<file path="src/rtl/dfrc_pkg.sv">
// shared types and constants for the depth frame roi / background / clip filter
// used by every module under rtl/ except dfrc_ram
`default_nettype none

package dfrc_pkg;

  // default frame geometry
  localparam int FRAME_WIDTH_DEF  = 640;
  localparam int FRAME_HEIGHT_DEF = 480;

  // field widths
  localparam int DEPTH_W  = 16;
  localparam int ROW_W    = 9;
  localparam int COL_W    = 10;
  localparam int THRESH_W = 7;
  localparam int NEAR_W   = 10;
  localparam int BOUND_W  = 12;
  localparam int SCALE_W  = 9;
  localparam int PROD_W   = DEPTH_W + SCALE_W;

  // configuration port
  localparam int CFG_IDX_W  = 3;
  localparam int CFG_DATA_W = 16;

  typedef enum logic [CFG_IDX_W-1:0] {
    REG_BG_THRESH  = 3'd0,
    REG_NEAR       = 3'd1,
    REG_FAR        = 3'd2,
    REG_ROI_TOP    = 3'd3,
    REG_ROI_BOTTOM = 3'd4,
    REG_ROI_LEFT   = 3'd5,
    REG_ROI_RIGHT  = 3'd6,
    REG_SCALE      = 3'd7
  } reg_idx_t;

  // register reset values
  localparam logic [THRESH_W-1:0] BG_THRESH_RST  = '0;
  localparam logic [NEAR_W-1:0]   NEAR_RST       = '0;
  localparam logic [DEPTH_W-1:0]  FAR_RST        = 16'hFFFF;
  localparam logic [BOUND_W-1:0]  ROI_TOP_RST    = 12'd0;
  localparam logic [BOUND_W-1:0]  ROI_BOTTOM_RST = 12'd2048;
  localparam logic [BOUND_W-1:0]  ROI_LEFT_RST   = 12'd0;
  localparam logic [BOUND_W-1:0]  ROI_RIGHT_RST  = 12'd3072;
  localparam logic [SCALE_W-1:0]  SCALE_RST      = 9'd256;

  // queue between front and back, power of two
  localparam int QDEPTH = 4;
  localparam int QAW    = $clog2(QDEPTH);
  localparam int QCW    = $clog2(QDEPTH + 1);

  // stream packing
  localparam int IN_TDATA_W  = 16;
  localparam int IN_TUSER_W  = 2;
  localparam int OUT_TDATA_W = 40;
  localparam int OUT_PAD_W   = OUT_TDATA_W - DEPTH_W - ROW_W - COL_W;

  typedef struct packed {
    logic [BOUND_W-1:0] top;
    logic [BOUND_W-1:0] bottom;
    logic [BOUND_W-1:0] left;
    logic [BOUND_W-1:0] right;
  } roi_cfg_t;

  typedef struct packed {
    logic [THRESH_W-1:0] thresh;
    logic [NEAR_W-1:0]   near_mm;
    logic [DEPTH_W-1:0]  far_mm;
    logic [SCALE_W-1:0]  scale;
  } filt_cfg_t;

  // classified pixel leaving the front
  typedef struct packed {
    logic [DEPTH_W-1:0] depth;
    logic [ROW_W-1:0]   roi_row;
    logic [COL_W-1:0]   roi_col;
    logic               last;
    logic               bg_ok;
  } req_t;

  // queue entry: pixel plus its background sample
  typedef struct packed {
    req_t               req;
    logic [DEPTH_W-1:0] bg;
  } q_ent_t;

endpackage

`default_nettype wire

</file>
<file path="src/rtl/dfrc_back.sv">
// back end: background match, near/far clip, q8 gain with saturation, output register
// depends on dfrc_pkg
`default_nettype none

module dfrc_back (
  input  wire logic                               clk,
  input  wire logic                               rst_n,
  input  wire dfrc_pkg::filt_cfg_t                filt_cfg,
  input  wire logic                               q_valid,
  input  wire dfrc_pkg::q_ent_t                   q_head,
  output logic                                    q_pop,
  output logic                                    out_tvalid,
  input  wire logic                               out_tready,
  output logic [dfrc_pkg::OUT_TDATA_W-1:0]        out_tdata,
  output logic                                    out_tlast
);

  import dfrc_pkg::*;

  logic               b1_v_r, out_v_r;
  logic               b1_en, out_en;
  logic [DEPTH_W-1:0] b1_depth_r;
  logic [ROW_W-1:0]   b1_row_r, out_row_r;
  logic [COL_W-1:0]   b1_col_r, out_col_r;
  logic               b1_last_r, out_last_r;
  logic [DEPTH_W-1:0] out_depth_r;

  logic [DEPTH_W-1:0] d, b, diff, d_bg, d_clip;
  logic               remove;
  logic [PROD_W-1:0]  prod;
  logic [DEPTH_W:0]   scaled;
  logic [DEPTH_W-1:0] sat;

  assign out_en = !out_v_r || out_tready;
  assign b1_en  = !b1_v_r || out_en;
  assign q_pop  = q_valid && b1_en;

  // stage one: background match and range window
  always_comb begin
    d      = q_head.req.depth;
    b      = q_head.bg;
    diff   = (d > b) ? d - b : b - d;
    remove = (filt_cfg.thresh != '0) && q_head.req.bg_ok && (b != '0) &&
             (diff < DEPTH_W'(filt_cfg.thresh));
    d_bg   = remove ? '0 : d;
    d_clip = ((d_bg < DEPTH_W'(filt_cfg.near_mm)) || (d_bg > filt_cfg.far_mm)) ? '0 : d_bg;
  end

  // stage two: gain, truncate, saturate
  assign prod   = PROD_W'(b1_depth_r) * PROD_W'(filt_cfg.scale);
  assign scaled = prod[PROD_W-1:8];
  assign sat    = scaled[DEPTH_W] ? {DEPTH_W{1'b1}} : scaled[DEPTH_W-1:0];

  always_ff @(posedge clk) begin
    if (!rst_n) begin
      b1_v_r  <= 1'b0;
      out_v_r <= 1'b0;
    end else begin
      if (b1_en) begin
        b1_v_r <= q_valid;
      end
      if (out_en) begin
        out_v_r <= b1_v_r;
      end
    end
  end

  always_ff @(posedge clk) begin
    if (q_pop) begin
      b1_depth_r <= d_clip;
      b1_row_r   <= q_head.req.roi_row;
      b1_col_r   <= q_head.req.roi_col;
      b1_last_r  <= q_head.req.last;
    end
    if (out_en && b1_v_r) begin
      out_depth_r <= sat;
      out_row_r   <= b1_row_r;
      out_col_r   <= b1_col_r;
      out_last_r  <= b1_last_r;
    end
  end

  assign out_tvalid = out_v_r;
  assign out_tdata  = {{OUT_PAD_W{1'b0}}, out_col_r, out_row_r, out_depth_r};
  assign out_tlast  = out_last_r;

endmodule

`default_nettype wire

</file>
<file path="config.mk">
export PLATFORM = sky130hd
export DESIGN_NAME = dfrc_back
export DESIGN_NICKNAME = d
export VERILOG_FILES = /design/src/rtl/dfrc_pkg.sv /design/src/rtl/dfrc_back.sv
export SDC_FILE = /design/constraint.sdc
export NUM_CORES = 1
export LEC_CHECK = 0
export ABC_AREA = 1
export BUFFER_PORTS_ARGS = -buffer_cell sky130_fd_sc_hd__buf_2
export CAP_MARGIN = 20
export CORE_ASPECT_RATIO = 0.6
export CORE_MARGIN = 4
export CORE_UTILIZATION = 60
export CTS_BUF_LIST = sky130_fd_sc_hd__clkbuf_4 sky130_fd_sc_hd__clkbuf_8 sky130_fd_sc_hd__clkbuf_16
export DETAILED_ROUTE_END_ITERATION = 7
export PLACE_DENSITY = 0.83
export RECOVER_POWER = 100
export SLEW_MARGIN = 20
export SYNTH_ARGS = -nofsm -noshare
export SYNTH_HDL_FRONTEND = slang
export SYNTH_SLANG_ARGS = --single-unit
</file>
<file path="constraint.sdc">
create_clock -name clk -period 9.5 [get_ports clk]
set_clock_uncertainty 0.15 [all_clocks]
set_input_delay 1.9 -clock clk [delete_from_list [all_inputs] [get_ports clk]]
set_output_delay 1.9 -clock clk [all_outputs]
set_load 0.05 [all_outputs]
</file>
# Yosys cells after proc, flatten, opt, wreduce, memory -nomap -nowiden
# Index checks and enable logic that the tools add are counted.
dict set report classes {
  add_sub_neg 2
  n_mul 1
  mux 2
  order_cmp 4
  n_reduce_logical 12
}
# op count
set ops {}
lappend ops {{$gt A16 B16 Y1} 2}
lappend ops {{$mux W16} 2}
lappend ops {{$sub A16 B16 Y16} 2}
lappend ops {{$mul A16 B9 Y25} 1}
lappend ops {{$lt A16 B10 Y1} 1}
lappend ops {{$lt A16 B7 Y1} 1}
lappend ops {{$reduce_bool A16 Y1} 1}
lappend ops {{$reduce_bool A7 Y1} 1}
lappend ops {{$logic_and A1 B1 Y1} 5}
lappend ops {{$logic_or A1 B1 Y1} 3}
lappend ops {{$logic_not A1 Y1} 2}
dict set report totals {
  wordCells 31
  input_bits 99
  out_inout_bits 43
  reg_bits 74
}

# Logic depth before layout (Yosys ltp)
dict set report depth {
  depth_word 7
  mapped_depth 41
  ltp_nobuf 38
}

# Least setup slack after synthesis
# No wires, ideal clock.
dict set report synth_path {
  path_type {input-to-reg}
  start {input filt_cfg[8] (netlist name)}
  end {register out_depth_r[14], data pin}
  n_path_buf 3
  t_required_ns 9.086
  setup_time_ns 0.264
  arrival_time_ns 6.646
  stages 22
  slack_ns 2.440
  path_cell_list {clkbuf_1 > clkbuf_1 > nand2_1 > fa_1 > inv_1 > fa_1 > fa_1 > fa_1 > ha_1 > nand2_1 > nor2_1 > nand4_1 > o21ai_0 > nand3_1 > nand2_1 > nand4_1 > o211ai_1 > nand4_1 > nand2_1 > xor2_1 > buf_2 > nand3_1}
}
dict set report synth_between {
  elab_chain_cells 1
}
# item line_no
set synth_lines {}
lappend synth_lines {{start: declaration} dfrc_back.sv:8} ;# input wire dfrc_pkg::filt_cfg_t filt_cfg,
lappend synth_lines {{$mul A16 B9 Y25} dfrc_back.sv:50} ;# assign prod = PROD_W'(b1_depth_r) * PROD_W'(filt_cfg.scale);
lappend synth_lines {{end signal: assignment} dfrc_back.sv:76} ;# out_depth_r <= sat;
lappend synth_lines {{end: declaration} dfrc_back.sv:26} ;# logic [DEPTH_W-1:0] out_depth_r;
# Every way passes these cells.
# A chain may end at the register's enable or synchronous reset.

# Worst setup path in the final report
dict set report layout_path {
  start {input filt_cfg[8] (netlist name)}
  end {register out_depth_r[13], data pin}
}
# The elaborated chain is that of the path after synthesis.

==> PnR_summary.wiki <==
{| class="wikitable"
! Metric !! Value
|-
| CTS root buffer || clkbuf_16
|-
| Count of synthesis-stage warnings from yosys || 0
|-
| Grt ovf || 0
|-
| Max-slew violation count || 37
|-
| Power share of the combinational group || 0.647
|-
| Total setup violations reported at the end of the flow || 0
|-
| Path category of the worst min-delay check || register to register
|-
| Signal arrival time at the worst endpoint || 7.90 ns
|-
| Count of nets after finishing || 1712
|-
| Die Y-Extent || 107 um
|-
| Detailed-route wire length per cell || 16.3 um
|-
| Cell area after synthesis || 0.00981 mm^2
|-
| Primary flip-flop cell chosen by synthesis mapping || edfxtp_1
|-
| Run status || finished with violations
|-
| Syn avg cell area || 7.54 um^2
|-
| Setup TNS || 0 ns
|-
| Highest net fanout along the worst path || 16
|-
| Register bit count reported by yosys || 74
|-
| DR pass1 iterations || 5
|-
| Kind of start point of the critical path || input pin
|-
| Worst hold path endpoint || out_row_r[5]$_DFFE_PP_
|-
| Placer Congestion || 0.991
|-
| Half-perimeter wire length after detailed placement || 21700 um
|-
| Critical path class || input pin to register
|-
| Cell taking the most area after synthesis || edfxtp_1
|-
| Total routing resource utilization after global routing || 0.289
|-
| Die X || 173 um
|-
| Num rows || 35
|-
| Vias || 8785
|-
| CTS tree || built
|-
| WL final || 26400 um
|-
| Number of flops mapped to enable cells by yosys || 72
|-
| Cts-stage hold buffer count || 0
|-
| Starting DRC count in detailed routing || 983
|-
| Via-per-instance ratio || 5.43
|-
| Clock network fraction of design power || 0.145
|-
| Hold Slack || 0.268 ns
|-
| Full die area || 0.0185 mm^2
|-
| Final core area utilization || 0.690
|-
| Count of cell types in the netlist || 39
|-
| Vias in the first global route || 8538
|-
| Worst rel slew slack || -0.483
|-
| Share of layout cells above drive strength 1 || 0.0890
|-
| Register-to-Register Path Depth || 19
|-
| Pin count of the biggest net entering global routing || 37
|-
| Maximum level of the CTS H-tree || 3
|-
| Max-cap check violation count || 1
|-
| Power density over the cells || 221 mW/mm^2
|-
| Start of the worst register-to-register path || b1_depth_r[4]$_SDFFCE_PP0P_
|-
| Final hold violation count || 0
|-
| Diodes inserted || 0
|-
| Area added between synthesis and finish || 10.2%
|-
| Worst-margin pin slew || 2.22 ns
|-
| Gate count of the mapped netlist || 1300
|-
| Sinks on Clock Net || 74
|-
| Worst setup slack after layout || 1.47 ns
|-
| Share of the synthesized area in the top cell type || 0.220
|-
| Number of I/O pins || 142
|-
| Internal power || 1.21 mW
|-
| Post-synth ARST share || 0
|-
| Top post-synthesis cells by area || edfxtp_1 22%, fa_1 20%, nand2_1 15%
|-
| Number of I/O port buffers || 136
|-
| Global-route wire length before repair || 42800 um
|-
| Post-route total power || 2.39 mW
|-
| Worst Setup Slack post-DPL || 1.72 ns
|-
| Worst hold path startpoint || b1_row_r[5]$_DFFE_PP_
|-
| DRC violation count after routing || 0
|-
| Proportion of power drawn by flip-flops and latches || 0.208
|-
| Register-to-register setup slack || 2.77 ns
|-
| Clk Latency, worst-skew pair || 0.34 ns
|-
| Critical path, cell by cell || buf_2, nand2_1, fa_1, inv_1, fa_1, fa_1, fa_1, ha_1, nand2_1, nor2_1, nand4_1, o21ai_0, nand3_1, nand2_1, nand4_1, o211ai_1, nand4_1, nand2_1, xor2_1, nand3_1
|-
| Count of cells along the worst hold path || 0
|-
| Placeable Area || 0.0157 mm^2
|-
| Failing checks || max-capacitance violations, max-slew violations
|-
| Leakage power of the design || 6.23 nW
|-
| Post-CTS sizing || 0
|-
| Slowest cell delay on critical path || 1.05 ns
|-
| Clock buffers created by TritonCTS || 9
|-
| Max clock buf depth || 2
|-
| Number of antenna violations at the first check in global routing || 0
|-
| Critical Path RT || 9.37 ns
|-
| Power dissipated by switching net loads || 1.18 mW
|-
| Worst-path clk slew || 0.06 ns
|-
| Tmin final || 8.03 ns
|-
| Sequential-to-total area share from yosys stat || 0.225
|-
| Worst supply voltage drop on vdd || 164 uV
|-
| Critical Path End Type || register
|-
| Number of buffers added for setup after CTS || 0
|-
| Number of nets with antenna violations after routing || 0
|-
| Maximum clock rate || 125 MHz
|-
| Critical register-to-register path endpoint || out_depth_r[13]$_SDFFCE_PP1P_
|-
| Unrepaired setup endpoints after global routing || no
|-
| Initial core utilization || 0.626
|-
| Slowest CP cell || xor2_1
|-
| Fraction of the cycle the final worst path needs || 0.845
|-
| Switch share || 0.492
|}
==> cells by family (layout without fill, tap and decap cells) <==
group,after synthesis,after routing,share of synthesized area
DFF,74,74,0.225
other,1,5,0.000382
buffers and inverters,360,471,0.142
xor gates and xnor gates,16,16,0.0143
adders and majority gates,203,203,0.336
AOI/OAI and AO/OA,87,87,0.0496
and+or+nand+nor,559,559,0.233
==> worst max path at each step <==
stage | start | to | cells past startpoint
after global routing | filt_cfg[8] | out_depth_r[13]$_SDFFCE_PP1P_ | 20
after detailed placement | filt_cfg[8] | out_depth_r[15]$_SDFFCE_PP1P_ | 20
after CTS | filt_cfg[8] | out_depth_r[13]$_SDFFCE_PP1P_ | 20
final | filt_cfg[8] | out_depth_r[13]$_SDFFCE_PP1P_ | 20
after global placement | filt_cfg[8] | out_depth_r[14]$_SDFFCE_PP1P_ | 20
after floorplan | filt_cfg[8] | out_depth_r[14]$_SDFFCE_PP1P_ | 22
==> flip-flops by register name, summed over array words and instances, names as in the netlist <==
register,flops
b1_col_r,10
b1_depth_r,16
b1_last_r,1
b1_row_r,9
b1_v_r,1
out_col_r,10
out_depth_r,16
out_row_r,9
out_tlast,1
out_tvalid,1
==> per-layer routing <==
metal / vias to the layer above / routed length (um) / GRT usage
li1: 4161 / - / -
met3: 41 / 3600 / 0.0927
met4: 0 / 395 / 0.0575
met5: - / 0 / 0
met2: 529 / 10600 / 0.413
met1: 4054 / 11800 / 0.432
==> cells in the mapped netlist, types with 6 or more instances <==
cell type,n
clkbuf_1,31
inv_1,313
nand2_1,401
fa_1,100
a21oi_1,54
nand3_1,52
edfxtp_1,72
o21ai_0,14
ha_1,103
nand4_1,21
buf_4,6
nor2_1,63
xor2_1,8
xnor2_1,8
==> final cells by class <==
cell class                 count  area, um^2
multi-input combinational    870        6220
fill                        1275        4870
sequential                    74        2200
inverter                     316        1190
timing repair buffer         139         646
tap                          203         254
clock buffer                   9         225
clock inverter                 7        76.3
==> metrics by stage <==
stage	cells	instance area, um^2
after detailed placement	1601	10600
after global routing	1618	10800
after global placement	1601	10600
final	1618	10800
after floorplan	1304	9820
after CTS	1617	10900
==> worst max-delay path, delay by kind of cell <==
kind	cells	cell delay [ns]
adders and majority gates	5	2.53
and+or+nand+nor	10	1.37
xor gates and xnor gates	1	1.05
AOI/OAI and AO/OA	2	0.67
buffers and inverters	2	0.35
==> layout by cell type, fill, tap and decap left out, types with 9 or more instances in the layout <==
cell type / netlist / layout
o21ai_0: 14 / 14
fa_1: 100 / 100
nand4_1: 21 / 21
nor2_1: 63 / 63
clkbuf_16: 0 / 9
clkbuf_1: 31 / 42
ha_1: 103 / 103
nand2_1: 401 / 402
inv_1: 313 / 314
buf_2: 5 / 96
a21oi_1: 54 / 54
nand3_1: 52 / 52
edfxtp_1: 72 / 72
==> power groups by stage <==
stage	clock (mW)	sequential, mW	combinational [mW]
6_report	0.347	0.497	1.55
5_1_grt	0.366	0.502	1.74
4_1_cts	0.349	0.495	1.54
3_5_place_dp	0	0.500	1.51
3_3_place_gp	0	0.497	1.45
2_1_floorplan	0	0.616	1.05
Note: power is estimated with default switching activity, not from simulation.
