[src/rtl/dfrc_pkg.sv]
// shared types and constants for the depth frame roi / background / clip filter
// used by every module under rtl/ except dfrc_ram
`default_nettype none

package dfrc_pkg;

  // default frame geometry
  localparam int FRAME_WIDTH_DEF  = 640;
  localparam int FRAME_HEIGHT_DEF = 480;

  // field widths
  localparam int DEPTH_W  = 16;
  localparam int ROW_W    = 9;
  localparam int COL_W    = 10;
  localparam int THRESH_W = 7;
  localparam int NEAR_W   = 10;
  localparam int BOUND_W  = 12;
  localparam int SCALE_W  = 9;
  localparam int PROD_W   = DEPTH_W + SCALE_W;

  // configuration port
  localparam int CFG_IDX_W  = 3;
  localparam int CFG_DATA_W = 16;

  typedef enum logic [CFG_IDX_W-1:0] {
    REG_BG_THRESH  = 3'd0,
    REG_NEAR       = 3'd1,
    REG_FAR        = 3'd2,
    REG_ROI_TOP    = 3'd3,
    REG_ROI_BOTTOM = 3'd4,
    REG_ROI_LEFT   = 3'd5,
    REG_ROI_RIGHT  = 3'd6,
    REG_SCALE      = 3'd7
  } reg_idx_t;

  // register reset values
  localparam logic [THRESH_W-1:0] BG_THRESH_RST  = '0;
  localparam logic [NEAR_W-1:0]   NEAR_RST       = '0;
  localparam logic [DEPTH_W-1:0]  FAR_RST        = 16'hFFFF;
  localparam logic [BOUND_W-1:0]  ROI_TOP_RST    = 12'd0;
  localparam logic [BOUND_W-1:0]  ROI_BOTTOM_RST = 12'd2048;
  localparam logic [BOUND_W-1:0]  ROI_LEFT_RST   = 12'd0;
  localparam logic [BOUND_W-1:0]  ROI_RIGHT_RST  = 12'd3072;
  localparam logic [SCALE_W-1:0]  SCALE_RST      = 9'd256;

  // queue between front and back, power of two
  localparam int QDEPTH = 4;
  localparam int QAW    = $clog2(QDEPTH);
  localparam int QCW    = $clog2(QDEPTH + 1);

  // stream packing
  localparam int IN_TDATA_W  = 16;
  localparam int IN_TUSER_W  = 2;
  localparam int OUT_TDATA_W = 40;
  localparam int OUT_PAD_W   = OUT_TDATA_W - DEPTH_W - ROW_W - COL_W;

  typedef struct packed {
    logic [BOUND_W-1:0] top;
    logic [BOUND_W-1:0] bottom;
    logic [BOUND_W-1:0] left;
    logic [BOUND_W-1:0] right;
  } roi_cfg_t;

  typedef struct packed {
    logic [THRESH_W-1:0] thresh;
    logic [NEAR_W-1:0]   near_mm;
    logic [DEPTH_W-1:0]  far_mm;
    logic [SCALE_W-1:0]  scale;
  } filt_cfg_t;

  // classified pixel leaving the front
  typedef struct packed {
    logic [DEPTH_W-1:0] depth;
    logic [ROW_W-1:0]   roi_row;
    logic [COL_W-1:0]   roi_col;
    logic               last;
    logic               bg_ok;
  } req_t;

  // queue entry: pixel plus its background sample
  typedef struct packed {
    req_t               req;
    logic [DEPTH_W-1:0] bg;
  } q_ent_t;

endpackage

`default_nettype wire

[src/rtl/dfrc_queue.sv]
// short fifo decoupling the classifying front from the filtering back end
// depends on dfrc_pkg
`default_nettype none

module dfrc_queue (
  input  wire logic                     clk,
  input  wire logic                     rst_n,
  input  wire logic                     push,
  input  wire dfrc_pkg::q_ent_t         push_data,
  input  wire logic                     pop,
  output logic                          not_empty,
  output dfrc_pkg::q_ent_t              head,
  output logic [dfrc_pkg::QCW-1:0]      cnt
);

  import dfrc_pkg::*;

  q_ent_t          ent_r [QDEPTH];
  logic [QAW-1:0]  wr_ptr_r, rd_ptr_r;
  logic [QCW-1:0]  cnt_r, cnt_nxt;
  logic            do_pop;

  assign not_empty = (cnt_r != '0);
  assign head      = ent_r[rd_ptr_r];
  assign cnt       = cnt_r;
  assign do_pop    = pop & not_empty;

  always_comb begin
    cnt_nxt = cnt_r;
    if (push && !do_pop) begin
      cnt_nxt = cnt_r + QCW'(1);
    end else if (!push && do_pop) begin
      cnt_nxt = cnt_r - QCW'(1);
    end
  end

  always_ff @(posedge clk) begin
    if (!rst_n) begin
      wr_ptr_r <= '0;
      rd_ptr_r <= '0;
      cnt_r    <= '0;
    end else begin
      cnt_r <= cnt_nxt;
      if (push) begin
        wr_ptr_r <= wr_ptr_r + QAW'(1);
      end
      if (do_pop) begin
        rd_ptr_r <= rd_ptr_r + QAW'(1);
      end
    end
  end

  always_ff @(posedge clk) begin
    if (push) begin
      ent_r[wr_ptr_r] <= push_data;
    end
  end

endmodule

`default_nettype wire

[config.mk]
export PLATFORM = sky130hd
export DESIGN_NAME = dfrc_queue
export DESIGN_NICKNAME = d
export VERILOG_FILES = /design/src/rtl/dfrc_pkg.sv /design/src/rtl/dfrc_queue.sv
export SDC_FILE = /design/constraint.sdc
export NUM_CORES = 1
export LEC_CHECK = 0
export ABC_AREA = 1
export BUFFER_PORTS_ARGS = -buffer_cell sky130_fd_sc_hd__clkbuf_2
export CAP_MARGIN = 10
export CORE_ASPECT_RATIO = 0.6
export CORE_MARGIN = 3
export CORE_UTILIZATION = 49
export CTS_CLUSTER_DIAMETER = 80
export DETAILED_ROUTE_END_ITERATION = 8
export PLACE_DENSITY = 0.74
export SLEW_MARGIN = 20
export SYNTH_ARGS = -nofsm -noshare
export SYNTH_HDL_FRONTEND = slang
export SYNTH_SLANG_ARGS = --single-unit
export TNS_END_PERCENT = 5
[constraint.sdc]
create_clock -name clk -period 2.6 [get_ports clk]
set_input_delay 0.52 -clock clk [delete_from_list [all_inputs] [get_ports clk]]
set_output_delay 0.52 -clock clk [all_outputs]
set_load 0.01 [all_outputs]
== Word level (Yosys, flattened, before mapping) ==
Memory sizes are Yosys's and may differ from the RTL's. A register that Yosys moved wholly into a read port is not among the register bits.
Index checks and enable logic that the tools add are counted.

* Register bits: 7
* Logic and storage cells: 21
* Bits in writable memories: 212
* Input bits: 57
* Bits in latches: 0
* Memories: 1
* ROM bits: 0
* Output and inout bits: 57

{| class="wikitable"
|+ Memory list
! memory !! depth !! bits a word !! read ports !! clocked after Yosys merged registers in !! wr ports !! RTL line !! RTL
|-
| ent_r || 4 || 53 || 1 || 1 || 1 || dfrc_queue.sv:18 || <nowiki>q_ent_t ent_r [QDEPTH];</nowiki>
|}

* Divide/modulo/power cells: 0
* Multipliers: 0
* $add $sub $neg: 4
* Multiplexer cells: 6
* Bitwise gates (word level): 1
* Shift operators: 0
* Magnitude comparators: 0
* Equality and inequality tests: 0
* Reductions and logical operators: 6

{| class="wikitable"
|+ Operators with widths
! operator !! number
|-
| 3-bit two-way mux || 2
|-
| 2-bit by 1-bit adder with 2-bit output (second input constant) || 2
|-
| 2-bit two-way mux || 2
|-
| 3-bit by 1-bit adder with 3-bit output (second input constant) || 1
|-
| 3-bit nonzero test || 1
|-
| 3-bit by 1-bit subtractor with 3-bit output (second input constant) || 1
|-
| 1-bit logical AND || 2
|-
| 1-bit logical NOT || 2
|-
| 1-bit two-way mux || 2
|-
| 2-bit nonzero test || 1
|-
| 1-bit AND || 1
|}

== Logic depth before layout (Yosys ltp) ==
Gate-level depths: netlist of run 1.

* Depth in word-level cells: 5
* Depth in mapped cells: 12
* Gate-level depth less buffers: 12

== Worst setup path after synthesis of run 1 ==
Ideal clock, no wire load.

* Kind: reg-to-reg
* Start point: register wr_ptr_r[0]
* End point: memory ent_r[2][0] (netlist name) (enable)
* Arrival time: 1,623 ps
* Cell stages (with the launch flop): 5
* Path slack: 570 ps
* Cell sequence: dfxtp_1 inv_1 ha_1 nand2_1 inv_1

{| class="wikitable"
|+ RTL lines
! element !! RTL line !! RTL
|-
| start: declaration || dfrc_queue.sv:19 || <nowiki>logic [QAW-1:0] wr_ptr_r, rd_ptr_r;</nowiki>
|-
| start signal: assignment || dfrc_queue.sv:45 || <nowiki>wr_ptr_r <= wr_ptr_r + QAW'(1);</nowiki>
|-
| end: declaration || dfrc_queue.sv:18 ||
|}

Straight into the memory's write port.

==> results.json, run 1 <==
{
  "total_power_uw": 8970,
  "dp_hpwl_mm": 10.5,
  "cts_tree": "done",
  "post-synth-top-count-cell": "edfxtp_1",
  "clk_pin_slew_worst_paths_ns": 0.06,
  "path_max_fanout": 54,
  "antenna_cells": 0,
  "drc": 0,
  "slew_headroom": 0.611,
  "crit_arrival_ns": 1.91,
  "track_usage": 0.179,
  "synth_commonest_cells": "edfxtp_1 (212), o21ai_0 (99), nor2_1 (92)",
  "ir_drop_mv": 0.542,
  "synth_warnings": 0,
  "ios": 114,
  "slew_violations": 0,
  "ctsHoldBuffers": 0,
  "syn_nets": 638,
  "gp_congestion": 0.776,
  "antenna_found_initial": 1,
  "outcome": "finished clean",
  "critPathCaptureType": "output pin",
  "drtAntennaViolNets": 0,
  "crit_path_max_incr_delay_ns": 0.37,
  "met2_length_mm": 8.02,
  "cts_root_buf": "clkbuf_16",
  "top_layer": "met5",
  "period_needed_ns": 2.43,
  "cts.sinks": 221,
  "skew_ns": 0.0209,
  "crit_required_ns": 2.08,
  "area_delta_synth_final_pct": 17.1,
  "r2r_slack_ns": 0.72,
  "synthFlopType": "edfxtp_1",
  "die_area_sq_mm": 0.0190,
  "final_util": 0.598,
  "hold_start": "push_data[0]",
  "cap_violations": 0,
  "hold_viol": 0,
  "initial_core_util": 0.511,
  "cts_resized": 0,
  "whs_endpoint": "ent_r[0][0]",
  "num_vias": 5081,
  "post-place-ws_ns": 0.561,
  "cts_buffers": 21,
  "postCtsSetupBuffers": 0,
  "whs_path_depth": 1,
  "core_sq_mm": 0.0166,
  "grt_pass1_wl_mm": 26.5,
  "wl_per_cell_um": 18.5,
  "powerDensity_mw_per_mm2": 902,
  "wl_met3_mm": 1.32,
  "die_height_um": 108,
  "ys_seq_area_frac": 0.771,
  "nets": 757,
  "num_rows": 36,
  "path_cells": "inv_8, buf_4, nor2_1, o22ai_1, clkbuf_2",
  "reg2regPathDepth": 12,
  "drt-met1-wl_mm": 7.67,
  "wirelength_mm": 17.3,
  "r2r_start": "cnt[1]",
  "synth_seq_cells": 221,
  "synth_top_area_cell": "edfxtp_1",
  "fin_crit_sh": 0.935,
  "syn_area_sq_mm": 0.00849,
  "async_flop_share": 0,
  "crit_slowest_cell": "dfxtp_4",
  "via_per_inst": 5.42,
  "place.port_buffers": 113,
  "drtIter0Drc": 443,
  "crit_type": "register to output pin",
  "h-tree-depth": 1,
  "regToRegEndpoint": "cnt[2]",
  "chipWidth_um": 176,
  "ys_types": 22,
  "overflow": 0,
  "setup_ws_ns": 0.170,
  "synthTopCellsByArea": "edfxtp_1 (75%), o21ai_0 (5.8%), nor2_1 (4.1%)",
  "power.leakage_uw": 0.00354,
  "insertion_delay_ns": 0.50,
  "cts_buffer_depth": 3,
  "layout-drive-gt1-share": 0.285,
  "synth_cells": 575,
  "fmax_ghz": 0.412,
  "grt_max_degree": 107,
  "synth_top_area_share": 0.750,
  "start_kind": "register",
  "synth.avg_cell_area_sq_um": 14.8,
  "worst_pin_slew_ns": 0.583,
  "fin_tns_setup_ns": 0,
  "hold_ws_ns": 0.233,
  "setup_viol": 0,
  "hold_class": "input port to register",
  "grt_setup_unrepaired": "false",
  "synth_edf_count": 212,
  "dr.pass1.iters": 5,
  "grt_pass1_vias": 4932
}
where the power goes:
part | internal (uW) | leakage [uW] | total, uW | switching [uW]
Clock | 1470 | 0.000292 | 2690 | 1210
Combinational | 738 | 0.00123 | 2080 | 1340
Sequential | 4100 | 0.00202 | 4200 | 104
Total | 6310 | 0.00354 | 8970 | 2660
cells in the final DEF (no fill, tap or decap), types with 2 or more instances in the layout:
cell	synthesis	layout
a21oi_1	5	5
edfxtp_1	212	212
nor2_2	20	20
o21ai_0	99	99
dfxtp_4	0	2
clkbuf_1	3	3
o21ai_1	10	10
nor2_1	92	92
clkbuf_16	0	21
inv_1	14	10
nand2_1	15	15
buf_4	0	10
clkbuf_2	6	113
nand3_1	3	3
dfxtp_1	9	7
inv_2	1	5
clkinv_2	0	2
buf_12	0	7
o22ai_2	20	20
clkinv_1	0	11
ha_1	5	5
o22ai_1	33	33
registers in the layout (all words and copies together), names as in the netlist, named ones only:
| signal | count |
|---|---|
| ent_r | 212 |
| cnt | 3 |
| rd_ptr_r | 2 |
| wr_ptr_r | 2 |
critical path: cells and delay by family, from the launching register on:
kind	cells	cell delay (ns)
buffers and inverters	3	0.73
and+or+nand+nor	1	0.06
DFF	1	0.37
AOI/OAI and AO/OA	1	0.25
layer usage:
| metal | vias up | track usage |
|---|---|---|
| li1 | 2392 | - |
| met4 | 2 | 0.0373 |
| met1 | 2500 | 0.242 |
| met2 | 158 | 0.294 |
| met5 | - | 0 |
| met3 | 29 | 0.0544 |
cell families (layout without fill, tap and decap cells):
family,Yosys count,after routing,share of synthesized area
AND/OR/NAND/NOR,130,130,0.0638
flip-flops,221,221,0.771
buffers and inverters,50,184,0.0337
XOR/XNOR,1,1,0.00103
adder cells (fa/ha/maj),6,6,0.00972
AO/OA/AOI/OAI,167,167,0.121
worst max-delay path by stage:
stage                  endpoint         from
floorplan           ent_r[2][0]  wr_ptr_r[0]
global placement       head[21]     register
detailed placement     head[24]     register
CTS                    head[24]     register
global route           head[47]     register
finish                 head[47]     register
through the flow:
| stage | instance area (sq um) | instances |
|---|---|---|
| after floorplan | 8490 | 575 |
| after global placement | 9340 | 899 |
| after detailed placement | 9340 | 899 |
| after CTS | 9940 | 937 |
| after global routing | 9940 | 937 |
| final | 9940 | 937 |
layout make-up:
cell class | count | area, sq um
tap | 228 | 285
fill | 1249 | 6680
sequential | 221 | 6550
clock inverter | 14 | 60.1
timing repair buffer | 130 | 781
inverter | 16 | 67.6
clock buffer | 24 | 537
multi-input combinational | 304 | 1660
(Power assumes the default switching activity.)
==> inputs of run 2 (changes only) <==
--- a/config.mk
+++ b/config.mk
@@ -13,7 +13,8 @@
 export CORE_UTILIZATION = 49
 export CTS_CLUSTER_DIAMETER = 80
 export DETAILED_ROUTE_END_ITERATION = 8
-export PLACE_DENSITY = 0.74
+export MAX_ROUTING_LAYER = met4
+export PLACE_DENSITY = 0.76
 export SLEW_MARGIN = 20
 export SYNTH_ARGS = -nofsm -noshare
 export SYNTH_HDL_FRONTEND = slang
==> run 2 against run 1 <==
- via count rose by 1.5%
- largest cell class unchanged
- register-to-register slack barely moved
- total power rose by 1.8%
- critical path depth did not move
- design area rose by 0.24%
- clock-buffer cell count did not move
- clock power rose by 5%
- sequential cell count did not move
- critical endpoint is now head[10]
- maximum frequency fell by 2.4%
- routed wire length rose by 4.8%
==> results.json, run 2 (synthesis gave the netlist of run 1 again) <==
{
  "final_util": 0.600,
  "final_cell_mix": "edfxtp_1 (212), clkbuf_2 (113), o21ai_0 (99)",
  "layout-drive-gt1-share": 0.289,
  "setup_ws_ns": 0.111,
  "cap_violations": 0,
  "grt_pass1_wl_mm": 28.2,
  "power.leakage_uw": 0.00354,
  "insertion_delay_ns": 0.49,
  "worst_pin_slew_ns": 0.610,
  "crit_required_ns": 2.08,
  "clk_pin_slew_worst_paths_ns": 0.06,
  "core_sq_mm": 0.0166,
  "hold_class": "input port to register",
  "die_area_sq_mm": 0.0190,
  "drtAntennaViolNets": 0,
  "outcome": "finished clean",
  "wl_per_cell_um": 19.3,
  "met2_usage": 0.304,
  "path_max_fanout": 65,
  "track_usage": 0.197,
  "cts_root_buf": "clkbuf_16",
  "cts.sinks": 221,
  "start_kind": "register",
  "chipWidth_um": 176,
  "skew_ns": 0.0135,
  "largest_register_ffs": 212,
  "via_per_inst": 5.50,
  "nets": 756,
  "drtIter0Drc": 531,
  "initial_core_util": 0.511,
  "r2r_start": "cnt[0]",
  "gp_congestion": 0.775,
  "p_clk_frac": 0.310,
  "period_needed_ns": 2.49,
  "reg2regPathDepth": 12,
  "combPwrFrac": 0.229,
  "r2r_slack_ns": 0.72,
  "slew_headroom": 0.593,
  "final_common_cell": "edfxtp_1",
  "critPathCaptureType": "output pin",
  "ios": 114,
  "whs_endpoint": "ent_r[2][18]",
  "slew_violations": 0,
  "cts_buffer_depth": 3,
  "fin_crit_sh": 0.957,
  "grt_pass1_vias": 5184,
  "grt_max_degree": 66,
  "grt_setup_unrepaired": "true",
  "hold_ws_ns": 0.246,
  "hold_start": "push_data[18]",
  "wirelength_mm": 18.1,
  "area_delta_synth_final_pct": 17.4,
  "whs_path_depth": 1,
  "h-tree-depth": 1,
  "hold_viol": 0,
  "top_register": "ent_r",
  "antenna_found_initial": 2,
  "cts_buffers": 21,
  "dr.pass1.iters": 5,
  "num_rows": 36,
  "ir_drop_mv": 0.464,
  "drc": 0,
  "seq_power_share": 0.461,
  "post-place-ws_ns": 0.508,
  "cts_tree": "done",
  "n_fill_cell": 1242,
  "crit_type": "register to output pin",
  "place.port_buffers": 113,
  "crit_arrival_ns": 1.97,
  "setup_viol": 0,
  "num_vias": 5157,
  "p_int_uw": 6410,
  "dp_hpwl_mm": 11.1,
  "powerDensity_mw_per_mm2": 915,
  "globalRoute.busiestLayer": "met2",
  "fmax_ghz": 0.402,
  "grt_util_met3": 0.0442,
  "p_sw_uw": 2720,
  "regToRegEndpoint": "cnt[2]",
  "use_met1": 0.274,
  "total_power_uw": 9130,
  "overflow": 0,
  "switching_share": 0.298,
  "postCtsSetupBuffers": 0,
  "die_height_um": 108
}
-- run 2: cell count changes in the layout (fill, tap and decap cells not counted), sizes merged --
cell	before	now
bufinv	0	1
diode	0	2
clkinv	13	10
buf	17	16
clkinvlp	0	2
inv	17	16
-- run 2: repair_timing --
| action | 4_1_cts | 5_1_grt |
|---|---|---|
| hold buffers | 0 | 0 |
| endpoints found under the setup margin | 5 | 40 |
| resized for setup | 0 | 5 |
-- run 2: stage by stage --
step / instances / TNS, ns / cell area [sq um]
2_1_floorplan: 575 / 0 / 8490
6_report: 937 / 0 / 9970
4_1_cts: 935 / -0.0480 / 9950
3_5_place_dp: 898 / 0 / 9320
5_1_grt: 937 / -0.115 / 9970
3_3_place_gp: 898 / 0 / 9320
-- run 2: worst max-delay path by stage --
stage | slack (ns) | end | startpoint | depth (start not counted)
after floorplan | 0.57 | ent_r[2][0] | wr_ptr_r[0] | 4
after global placement | 0.54 | head[38] | register | 4
after detailed placement | 0.51 | head[10] | register | 5
after CTS | -0.01 | head[10] | register | 5
after global routing | -0.03 | head[40] | register | 5
final | 0.11 | head[10] | register | 5
-- run 2: worst max-delay path, cell delays in order (launching register included) --
cell and delay [ns]:
dfxtp_4 0.44, inv_8 0.33, buf_4 0.27, o21ai_0 0.11, o22ai_2 0.15, clkbuf_2 0.16
-- run 2: final cells by class --
| type | instances | area, sq um | share of cell area |
|---|---|---|---|
| sequential | 221 | 6550 | 0.657 |
| multi-input combinational | 304 | 1660 | 0.167 |
| timing repair buffer | 129 | 776 | 0.0778 |
| clock buffer | 24 | 537 | 0.0538 |
| tap | 228 | 285 | 0.0286 |
| clock inverter | 13 | 86.3 | 0.00866 |
| inverter | 16 | 67.6 | 0.00678 |
| antenna | 2 | 5.00 | 0.000502 |
-- run 2: power groups by stage --
stage / Sequential [uW] / Clock, uW / Combinational [uW]
after floorplan: 4230 / 0 / 1370
after global placement: 4260 / 0 / 2020
after detailed placement: 4280 / 0 / 2100
after CTS: 4200 / 2880 / 2110
after global routing: 4230 / 3020 / 2320
final: 4210 / 2820 / 2090
-- run 2: metal layers --
metal	wire, um	vias to the layer above
li1	-	2388
met2	8300	164
met4	315	0
met1	8170	2576
met5	0	-
met3	1340	29
